File: src/rtl/core/multi_led_blink_controller_defines.svh
// ----------------------------------------------------------------------------
// Multi-LED blink controller assertion macros
// Shared concurrent assertion wrappers for the blink controller RTL.
// ----------------------------------------------------------------------------
`ifndef MULTI_LED_BLINK_CONTROLLER_DEFINES_SVH
`define MULTI_LED_BLINK_CONTROLLER_DEFINES_SVH

// Property checked on every rising clock edge outside of reset.
`define MLBC_ASSERT(lbl, clk, rstn, prop, msg) \
  lbl: assert property (@(posedge clk) disable iff (!rstn) prop) else $error(msg);

// Property checked on every rising clock edge, reset included.
`define MLBC_ASSERT_ALWAYS(lbl, clk, prop, msg) \
  lbl: assert property (@(posedge clk) prop) else $error(msg);

`endif

File: src/rtl/core/mlbc_pkg.sv
// ----------------------------------------------------------------------------
// Multi-LED blink controller package
// Types, codes and constants shared by the blink controller modules.
// ----------------------------------------------------------------------------
`default_nettype none

package mlbc_pkg;

  // Number of LEDs kept by the controller.
  localparam int LED_COUNT = 3;
  // Width of the reported level vector.
  localparam int LEVELS_W  = 3;
  // Field widths.
  localparam int TIME_W    = 32;
  localparam int HALF_W    = 24;
  localparam int INDEX_W   = 2;

  // Reset values of the half periods, in microseconds.
  localparam logic [HALF_W-1:0] SLOW_HALF_RESET = 24'd400000;
  localparam logic [HALF_W-1:0] FAST_HALF_RESET = 24'd150000;

  // LED modes.
  typedef enum logic [1:0] {
    MODE_OFF  = 2'd0,
    MODE_ON   = 2'd1,
    MODE_SLOW = 2'd2,
    MODE_FAST = 2'd3
  } mode_e;

  // Item kinds.
  typedef enum logic {
    ACT_TICK = 1'b0,
    ACT_SET  = 1'b1
  } action_e;

  // Configuration register indexes.
  typedef enum logic {
    REG_SLOW_HALF = 1'b0,
    REG_FAST_HALF = 1'b1
  } reg_index_e;

  // Control bundle broadcast to every LED slice.
  typedef struct packed {
    logic              tick;
    logic [TIME_W-1:0] now;
    mode_e             mode;
    logic [HALF_W-1:0] slow_half;
    logic [HALF_W-1:0] fast_half;
  } mlbc_ctrl_t;

endpackage

`default_nettype wire

File: src/rtl/core/multi_led_blink_controller.sv
// An accepted item waits in the input register and shows its levels on the
// output when the result register loads them.
// Throughput: one item per clock while the output is not stalled; the input register
// and the result register form a two-stage pipe, and stage one updates all LED slices.
// Reset: all LEDs go to mode off, level low and time zero; the half periods
// return to 400000 us and 150000 us, and both pipeline stages are emptied.
// ----------------------------------------------------------------------------
// Multi-LED blink controller
// Keeps several LEDs in off, on, slow blink or fast blink and reports levels.
// ----------------------------------------------------------------------------
`default_nettype none

`include "multi_led_blink_controller_defines.svh"

module multi_led_blink_controller (
  input  wire logic                         clk_i,
  input  wire logic                         rst_ni,
  // Configuration write port.
  input  wire logic                         cfg_we_i,
  input  wire logic                         cfg_index_i,
  input  wire logic [mlbc_pkg::HALF_W-1:0]  cfg_wdata_i,
  // Input channel.
  input  wire logic                         in_valid_i,
  output logic                              in_stall_o,
  input  wire logic                         in_action_i,
  input  wire logic [mlbc_pkg::TIME_W-1:0]  in_now_us_i,
  input  wire logic [mlbc_pkg::INDEX_W-1:0] in_led_index_i,
  input  wire logic [1:0]                   in_mode_i,
  // Output channel.
  output logic                              out_valid_o,
  input  wire logic                         out_stall_i,
  output logic [mlbc_pkg::LEVELS_W-1:0]     out_led_levels_o
);
  import mlbc_pkg::*;

  logic [HALF_W-1:0]   slow_half_q, fast_half_q;
  logic                s1_valid_q;
  action_e             act_q;
  logic [TIME_W-1:0]   now_q;
  logic [INDEX_W-1:0]  idx_q;
  logic [1:0]          mode_q;
  logic                out_valid_q;
  logic [LEVELS_W-1:0] levels_q, levels_d;
  logic                out_free;
  logic                advance;
  mlbc_ctrl_t          ctrl;
  logic [LED_COUNT-1:0] level_d;

  // Configuration registers.
  always_ff @(posedge clk_i or negedge rst_ni) begin
    if (!rst_ni) begin
      slow_half_q <= SLOW_HALF_RESET;
      fast_half_q <= FAST_HALF_RESET;
    end else if (cfg_we_i) begin
      case (reg_index_e'(cfg_index_i))
        REG_SLOW_HALF: slow_half_q <= cfg_wdata_i;
        REG_FAST_HALF: fast_half_q <= cfg_wdata_i;
        default: ;
      endcase
    end
  end

  // Pipeline flow: stage one moves on when the result register is free or drains.
  assign out_free   = !out_valid_q || !out_stall_i;
  assign advance    = s1_valid_q && out_free;
  assign in_stall_o = s1_valid_q && !out_free;

  // Input register.
  always_ff @(posedge clk_i or negedge rst_ni) begin
    if (!rst_ni) begin
      s1_valid_q <= 1'b0;
    end else if (!in_stall_o) begin
      s1_valid_q <= in_valid_i;
    end
  end

  always_ff @(posedge clk_i) begin
    if (in_valid_i && !in_stall_o) begin
      act_q  <= action_e'(in_action_i);
      now_q  <= in_now_us_i;
      idx_q  <= in_led_index_i;
      mode_q <= in_mode_i;
    end
  end

  // Control broadcast to the LED slices.
  always_comb begin
    ctrl.tick      = advance && (act_q == ACT_TICK);
    ctrl.now       = now_q;
    ctrl.mode      = mode_e'(mode_q);
    ctrl.slow_half = slow_half_q;
    ctrl.fast_half = fast_half_q;
  end

  // One slice per LED; a set item addresses only its own slice.
  for (genvar k = 0; k < LED_COUNT; k++) begin : g_led
    mlbc_led u_led (
      .clk_i   (clk_i),
      .rst_ni  (rst_ni),
      .ctrl_i  (ctrl),
      .set_i   (advance && (act_q == ACT_SET) && (32'(idx_q) == k)),
      .level_o (level_d[k])
    );
  end

  // Pack the levels that fit the output field.
  for (genvar b = 0; b < LEVELS_W; b++) begin : g_pack
    if (b < LED_COUNT) begin : g_led_bit
      assign levels_d[b] = level_d[b];
    end else begin : g_zero_bit
      assign levels_d[b] = 1'b0;
    end
  end

  // Result register.
  always_ff @(posedge clk_i or negedge rst_ni) begin
    if (!rst_ni) begin
      out_valid_q <= 1'b0;
    end else if (out_free) begin
      out_valid_q <= s1_valid_q;
    end
  end

  always_ff @(posedge clk_i) begin
    if (advance) begin
      levels_q <= levels_d;
    end
  end

  assign out_valid_o      = out_valid_q;
  assign out_led_levels_o = levels_q;

  `MLBC_ASSERT(a_accept_fills_stage, clk_i, rst_ni, (in_valid_i && !in_stall_o) |=> s1_valid_q, "Accepted item did not reach the input register")
  `MLBC_ASSERT(a_stage_reaches_output, clk_i, rst_ni, advance |=> out_valid_o, "Stage one moved on but no result is presented")
  `MLBC_ASSERT(a_drain_empties, clk_i, rst_ni, (out_valid_o && !out_stall_i && !s1_valid_q) |=> !out_valid_o, "Result delivered twice")
  `MLBC_ASSERT_ALWAYS(a_reset_empty, clk_i, (!rst_ni && $past(!rst_ni)) |-> (!s1_valid_q && !out_valid_q), "Pipeline not empty during reset")

endmodule

`default_nettype wire

File: src/rtl/core/mlbc_led.sv
// ----------------------------------------------------------------------------
// Multi-LED blink controller LED slice
// Holds the mode, level and last change time of one LED and updates them.
// ----------------------------------------------------------------------------
`default_nettype none

`include "multi_led_blink_controller_defines.svh"

module mlbc_led (
  input  wire logic                clk_i,
  input  wire logic                rst_ni,
  input  wire mlbc_pkg::mlbc_ctrl_t ctrl_i,
  input  wire logic                set_i,
  output logic                     level_o
);
  import mlbc_pkg::*;

  mode_e             mode_q, mode_d;
  logic              level_q, level_d;
  logic [TIME_W-1:0] stamp_q, stamp_d;
  logic [HALF_W-1:0] half;
  logic [TIME_W-1:0] elapsed;

  // Half period of the current blink rate and wrapping elapsed time.
  assign half    = (mode_q == MODE_SLOW) ? ctrl_i.slow_half : ctrl_i.fast_half;
  assign elapsed = ctrl_i.now - stamp_q;

  // Next state for a tick or a mode change.
  always_comb begin
    mode_d  = mode_q;
    level_d = level_q;
    stamp_d = stamp_q;
    if (set_i) begin
      mode_d = ctrl_i.mode;
    end
    if (ctrl_i.tick) begin
      unique case (mode_q)
        MODE_OFF: begin
          level_d = 1'b0;
          stamp_d = ctrl_i.now;
        end
        MODE_ON: begin
          level_d = 1'b1;
          stamp_d = ctrl_i.now;
        end
        default: begin
          if (elapsed > TIME_W'(half)) begin
            level_d = ~level_q;
            stamp_d = ctrl_i.now;
          end
        end
      endcase
    end
  end

  // State registers.
  always_ff @(posedge clk_i or negedge rst_ni) begin
    if (!rst_ni) begin
      mode_q  <= MODE_OFF;
      level_q <= 1'b0;
      stamp_q <= '0;
    end else begin
      mode_q  <= mode_d;
      level_q <= level_d;
      stamp_q <= stamp_d;
    end
  end

  // The result register takes the updated level.
  assign level_o = level_d;

  `MLBC_ASSERT(a_on_drives_high, clk_i, rst_ni, (ctrl_i.tick && mode_q == MODE_ON) |=> level_q, "LED in mode on is not high after a tick")
  `MLBC_ASSERT(a_off_drives_low, clk_i, rst_ni, (ctrl_i.tick && mode_q == MODE_OFF) |=> !level_q, "LED in mode off is not low after a tick")
  `MLBC_ASSERT(a_level_stamp, clk_i, rst_ni, (level_q != $past(level_q)) |-> (stamp_q == $past(ctrl_i.now)), "LED level changed without recording the tick time")

endmodule

`default_nettype wire
File: config.mk
export PLATFORM = sky130hd
export DESIGN_NAME = multi_led_blink_controller
export DESIGN_NICKNAME = d
export VERILOG_FILES = /design/src/rtl/core/mlbc_pkg.sv /design/src/rtl/core/multi_led_blink_controller.sv /design/src/rtl/core/mlbc_led.sv
export VERILOG_INCLUDE_DIRS = /design/src /design/src/rtl/core
export SDC_FILE = /design/constraint.sdc
export NUM_CORES = 1
export LEC_CHECK = 0
export BUFFER_PORTS_ARGS = -buffer_cell sky130_fd_sc_hd__buf_2
export CORE_MARGIN = 4
export CORE_UTILIZATION = 60
export CTS_BUF_LIST = sky130_fd_sc_hd__clkbuf_2
export DETAILED_ROUTE_END_ITERATION = 8
export PLACE_DENSITY_LB_ADDON = 0.05
export SLEW_MARGIN = 40
export SYNTH_ARGS = -nofsm -noshare
export SYNTH_HDL_FRONTEND = slang
export SYNTH_HIERARCHICAL = 1
export SYNTH_SLANG_ARGS = --single-unit
File: constraint.sdc
create_clock -name clk_i -period 12.8 [get_ports clk_i]
set_clock_uncertainty 0.2 [all_clocks]
set_input_delay 2.56 -clock clk_i [delete_from_list [all_inputs] [get_ports clk_i]]
set_output_delay 2.56 -clock clk_i [all_outputs]
set_load 0.05 [all_outputs]
## After elaboration in Yosys (flattened, before gate mapping)

Index checks and enable logic that the tools add are counted.

- Bits in registers: 195
- Bits of input ports: 67
- Word-level logic and storage cells: 83

- $add $sub $neg: 3
- $lt $le $gt $ge: 3
- Eq/ne operators: 8
- Multiplexer cells: 18
- Bitwise operators: 5
- Reduce and logical (&&, ||, !) cells: 28

Operator list:

| kind | count |
|---|---|
| $mux 32 | 6 |
| $gt 32x24->1 | 3 |
| $sub 32x32->32 | 3 |
| $mux 24 | 3 |
| $reduce_and 2->1 | 5 |
| $eq 2x1->1 const B | 4 |
| $eq 2x2->1 const B | 4 |
| $logic_and 1x1->1 | 8 |
| $logic_not 2->1 | 4 |
| $mux 1 | 6 |
| $pmux 1 s2 | 3 |
| $reduce_bool 2->1 | 3 |
| $reduce_or 2->1 | 3 |
| $not 1->1 | 5 |
| $logic_not 1->1 | 4 |
| $logic_or 1x1->1 | 1 |

## Depth between registers and ports, before layout

- Depth after elaboration: 6
- Mapped depth: 23

## By module

Netlist, hierarchy kept.

By module, submodules not included:

| module | times used | cells an instance | area an instance (µm²) | seq. area each (µm²) |
|---|---|---|---|---|
| mlbc_led (g_led[0].u_led) | 1 | 481 | 4355.4 | 875.8 |
| mlbc_led (g_led[1].u_led) | 1 | 471 | 4219.0 | 875.8 |
| mlbc_led (g_led[2].u_led) | 1 | 462 | 4000.1 | 875.8 |
| multi_led_blink_controller | 1 | 157 | 3254.4 | 2469.9 |

## Worst setup path after synthesis

Ideal clock, no wire load.

- Path type: input -> output
- From: in out_stall_i
- To: out in_stall_o
- Arrival time: 2.983 ns
- Setup slack: 7.057 ns
- Stages on the path: 2
- Cells stage by stage: nand3_1 -> inv_1

- Longest elaborated chain between the ends: 4

Ends and longest elaborated chain:

| element | line | RTL |
|---|---|---|
| start: declaration | multi_led_blink_controller.sv:31 | `input wire logic out_stall_i,` |
| $logic_not 1->1 | multi_led_blink_controller.sv:64 | `assign out_free = !out_valid_q \|\| !out_stall_i;` |
| $logic_or 1x1->1 | multi_led_blink_controller.sv:64 |  |
| $logic_not 1->1 | multi_led_blink_controller.sv:66 | `assign in_stall_o = s1_valid_q && !out_free;` |
| $logic_and 1x1->1 | multi_led_blink_controller.sv:66 |  |
| end: declaration | multi_led_blink_controller.sv:24 | `output logic in_stall_o,` |

Every way passes these cells.

## Worst setup path in the final report

- From: reg now_q[1]
- To: reg g_led[0].u_led.stamp_q[10]

- Longest elaborated chain between the ends: 4

Ends and longest elaborated chain:

| element | line | RTL |
|---|---|---|
| start: declaration | multi_led_blink_controller.sv:39 | `logic [TIME_W-1:0] now_q;` |
| start signal: assignment | multi_led_blink_controller.sv:80 | `now_q <= in_now_us_i;` |
| $sub 32x32->32 | mlbc_led.sv:26 | `assign elapsed = ctrl_i.now - stamp_q;` |
| $gt 32x24->1 | mlbc_led.sv:47 | `if (elapsed > TIME_W'(half)) begin` |
| $reduce_bool 2->1 (no source line) | n/a |  |
| $reduce_and 2->1 (no source line) | n/a |  |
| end signal: assignment | mlbc_led.sv:65 | `stamp_q <= stamp_d;` |
| end: declaration | mlbc_led.sv:20 | `logic [TIME_W-1:0] stamp_q, stamp_d;` |

Every way passes these cells.
A chain may end at the register's enable or synchronous reset.

==> results by group <==
Final layout
  • Synthesis-to-finish area growth: 5.46%
  • Final Instance Count excl. Fillers: 1977
  • Layout cells sized above 1: 17.8%
  • Fin nets: 1861
  • Fill cells: 2226
  • Fin util: 64.2%

Floorplanning
  • Row cnt: 59
  • Die ar.: 29000 um^2
  • Initial Utilization: 60.9%
  • Die height: 170 um
  • Ports: 72
  • Core area: 26000 um^2
  • Width of the die: 170 um

Power
  • P_sw: 1360 uW
  • Switching share of power: 46.3%
  • Static leakage power: 0.00759 uW
  • Cell Pwr Density: 175 nW/um^2
  • Comb power frac: 59.0%
  • Max VDD drop: 0.0864 mV
  • Clock share of power: 11.8%
  • Flop pwr share: 29.2%
  • Total Power: 2930 uW
  • Cell Int Power: 1570 uW

Global route
  • Vias in the first global route: 12239
  • First-pass GRT wire length: 67.6 mm
  • GRT Residual Overflow: 0
  • GR Layer Usage met2: 47.3%
  • GRT Resource Usage Total: 29.9%
  • Met1 Usage GRT: 41.6%
  • Number of antenna violations at the first check in global routing: 2
  • Busiest grt layer: met2
  • Met3 Track Usage GR: 6.48%
  • Largest net degree at the start of global routing: 80

STA
  • RSZ-0062 raised after global routing: no
  • Worst-Margin Slew: 0.795 ns
  • Hold Violations, Final: 0
  • Relative slew margins: 46.8%
  • Final Cycle Share: 49.5%
  • Achievable Freq: 158 MHz
  • # setup viols final: 0
  • Final worst slack: 6.47 ns
  • TNS Setup: 0 ns
  • Max Slew Vio Count: 0
  • Post-layout minimum cycle time: 6.33 ns

CTS
  • TritonCTS Buffers: 17
  • Clock slew at reported path FFs: 0.33 ns
  • CTS tree: built
  • Clk sink count: 195
  • CTS max path bufs: 2
  • Postcts setup bufs: 0
  • # H-tree levels: 4
  • Skew-Pair Late Insertion Delay: 0.81 ns
  • Clock Tree Root: clkbuf_2
  • CTS resizes: 0
  • Hold Buf Count CTS: 0

Worst hold path
  • Hold crit path type: reg -> reg
  • Hold path depth: 1
  • Worst hold start: g_led[2].u_led/stamp_q[15]$_DFFE_PN0P_
  • Min-Delay Endpoint: g_led[2].u_led/stamp_q[15]$_DFFE_PN0P_

Critical path
  • Crit Path Category: reg -> reg
  • Crit path launch type: flip-flop
  • Reg-to-reg critical path startpoint: now_q[1]$_DFFE_PP_
  • Crit Path Max Fanout: 18
  • Reg2reg end: g_led[0].u_led/stamp_q[10]$_DFFE_PN0P_
  • R2r worst-path depth: 18
  • Crit path DAT: 6.80 ns
  • CP required: 13.26 ns
  • Reg-to-reg slack, setup: 6.47 ns
  • Crit end category: flip-flop

Synth
  • Post-Synth Simple-Gate Area: 11.5%
  • Post-Synth Adder-Cell Area: 13.4%
  • Main combinational cell family by area after synthesis: multiplexers
  • Cell Area, Synth: 15800 um^2
  • Cell count after synthesis: 1571
  • Post-Synth XOR/XNOR Area: 4.32%
  • Yosys warns: 6
  • Sequential area share after synthesis: 32.2%
  • FFs w/ async S/R, synth: 79.5%
  • Synth Area in Compound Gates: 16.1%
  • Syn Area/Cell: 10.1 um^2
  • Top FF cell, synth: dfrtp_1
  • Seq cells post-synth: 195
  • Synth top area share: 22.3%
  • Synth cell types: 92
  • Synth area leaders: dfrtp_1, ha_1, edfxtp_1
  • Mux contribution to synthesized area: 17.5%
  • Area leader, netlist: dfrtp_1
  • Syn_nets: 1806
  • EDFF count, synth: 40

Drt
  • Via count: 12436
  • Routed Antenna Nets: 0
  • Number of remaining DRC errors: 0
  • Drt first pass iters: 5
  • Total wire length: 43.4 mm
  • Iter 0 DRT Violations: 1113
  • Post-DR wirelength/cell: 22.0 um
  • Routed vias/inst: 6.29

Placement
  • Pre-CTS WS: 6.62 ns
  • Post-Place Cells: 1941
  • Post-DP HPWL: 33.6 mm
  • RD Place Congestion: 0.948
  • # port buffers: 71

Status
  • Status: finished, final reports clean

Run
  • Max cap viols: 0
-- state kept, by name, indices dropped and copies added (netlist names) --
| register | cells |
|---|---|
| g_led.u_led/mode_q | 6 |
| idx_q | 2 |
| g_led.u_led/stamp_q | 96 |
| slow_half_q | 24 |
| now_q | 32 |
| out_valid_o | 1 |
| g_led.u_led/level_q | 3 |
| act_q | 1 |
| s1_valid_q | 1 |
| out_led_levels_o | 3 |
| fast_half_q | 24 |
| mode_q | 2 |
-- power by group through the flow --
stage	Clock [uW]	Sequential [uW]	Combinational [uW]
3_3_place_gp	0	859	1650
3_5_place_dp	0	862	1690
5_1_grt	379	870	1900
4_1_cts	360	852	1700
2_1_floorplan	0	835	1290
6_report	347	854	1730
-- per-layer routing --
metal,share of wire [%],wire length [um]
met5,0,0
met4,2.4,1030
met3,6.7,2930
met2,45,19500
met1,46,19900
-- metrics by stage --
step	hold slack [ns]	instance area, um^2
5_1_grt	0.356	16700
3_3_place_gp	0.273	16300
3_5_place_dp	0.283	16400
2_1_floorplan	0.264	15800
6_report	0.334	16700
4_1_cts	0.340	16700
-- synthesized netlist by cell type (39+ instances only) --
library cell	number
mux2_2	43
mux2i_1	74
o21ai_0	62
ha_1	165
xor2_1	39
a21oi_1	126
dfrtp_1	141
xnor2_1	39
edfxtp_1	40
mux2_4	80
inv_1	114
nand2_1	113
nor2_1	68
-- kinds of logic after synthesis --
logic type | count (synthesis)
XOR/XNOR | 78
buffers and inverters | 160
multiplexers | 227
AND/OR/NAND/NOR | 359
adder cells (fa/ha/maj) | 168
AO/OA/AOI/OAI | 384
flip-flops | 195
-- worst max-delay path by stage --
stage / end / slack, ns / depth (start not counted) / from
2_1_floorplan: in_stall_o / 7.06 / 2 / out_stall_i
3_3_place_gp: g_led[2].u_led/stamp_q[6]$_DFFE_PN0P_ / 6.67 / 23 / now_q[0]$_DFFE_PP_
3_5_place_dp: g_led[0].u_led/stamp_q[5]$_DFFE_PN0P_ / 6.62 / 20 / now_q[0]$_DFFE_PP_
4_1_cts: g_led[0].u_led/stamp_q[14]$_DFFE_PN0P_ / 6.53 / 20 / now_q[0]$_DFFE_PP_
5_1_grt: g_led[2].u_led/stamp_q[21]$_DFFE_PN0P_ / 6.16 / 23 / now_q[0]$_DFFE_PP_
6_report: g_led[0].u_led/stamp_q[10]$_DFFE_PN0P_ / 6.47 / 18 / now_q[1]$_DFFE_PP_
-- worst max-delay path, cell delays in order, from the launching register on --
cell,delay [ns]
edfxtp_1,0.65
ha_1,0.36
nor2b_1,0.21
o2111ai_1,0.28
a21oi_1,0.27
nor3_1,0.10
o21ai_0,0.51
a21boi_0,0.24
xnor2_1,0.19
ha_1,0.34
a21oi_1,0.17
a21oi_1,0.08
a211oi_1,0.40
nand3_1,0.27
nand2_1,0.15
nand4b_1,0.16
o41ai_4,0.79
buf_4,0.49
mux2_4,0.33
-- cells in the final DEF (no fill, tap or decap), types with 38 or more instances in the layout --
| cell type | netlist | routed |
|---|---|---|
| nor2_1 | 68 | 67 |
| mux2_4 | 80 | 80 |
| o21ai_0 | 62 | 62 |
| ha_1 | 165 | 165 |
| mux2i_1 | 74 | 74 |
| mux2_2 | 43 | 43 |
| nand2_1 | 113 | 113 |
| a21oi_1 | 126 | 126 |
| buf_2 | 8 | 70 |
| dfrtp_1 | 141 | 141 |
| xnor2_1 | 39 | 39 |
| nand4_1 | 38 | 38 |
| edfxtp_1 | 40 | 40 |
| inv_1 | 114 | 114 |
| xor2_1 | 39 | 39 |
-- layout make-up --
class	count	area, um^2	area share (%)
repair buffers	82	498	2.98
well taps	335	419	2.51
flip-flops and latches	195	5100	30.5
multi-input cells	1216	9960	59.7
inverters	114	428	2.56
diodes	3	7.51	0.0450
clock inverters	14	189	1.13
clock buffers	18	90.1	0.540
Power figures use the tool's default switching activity.
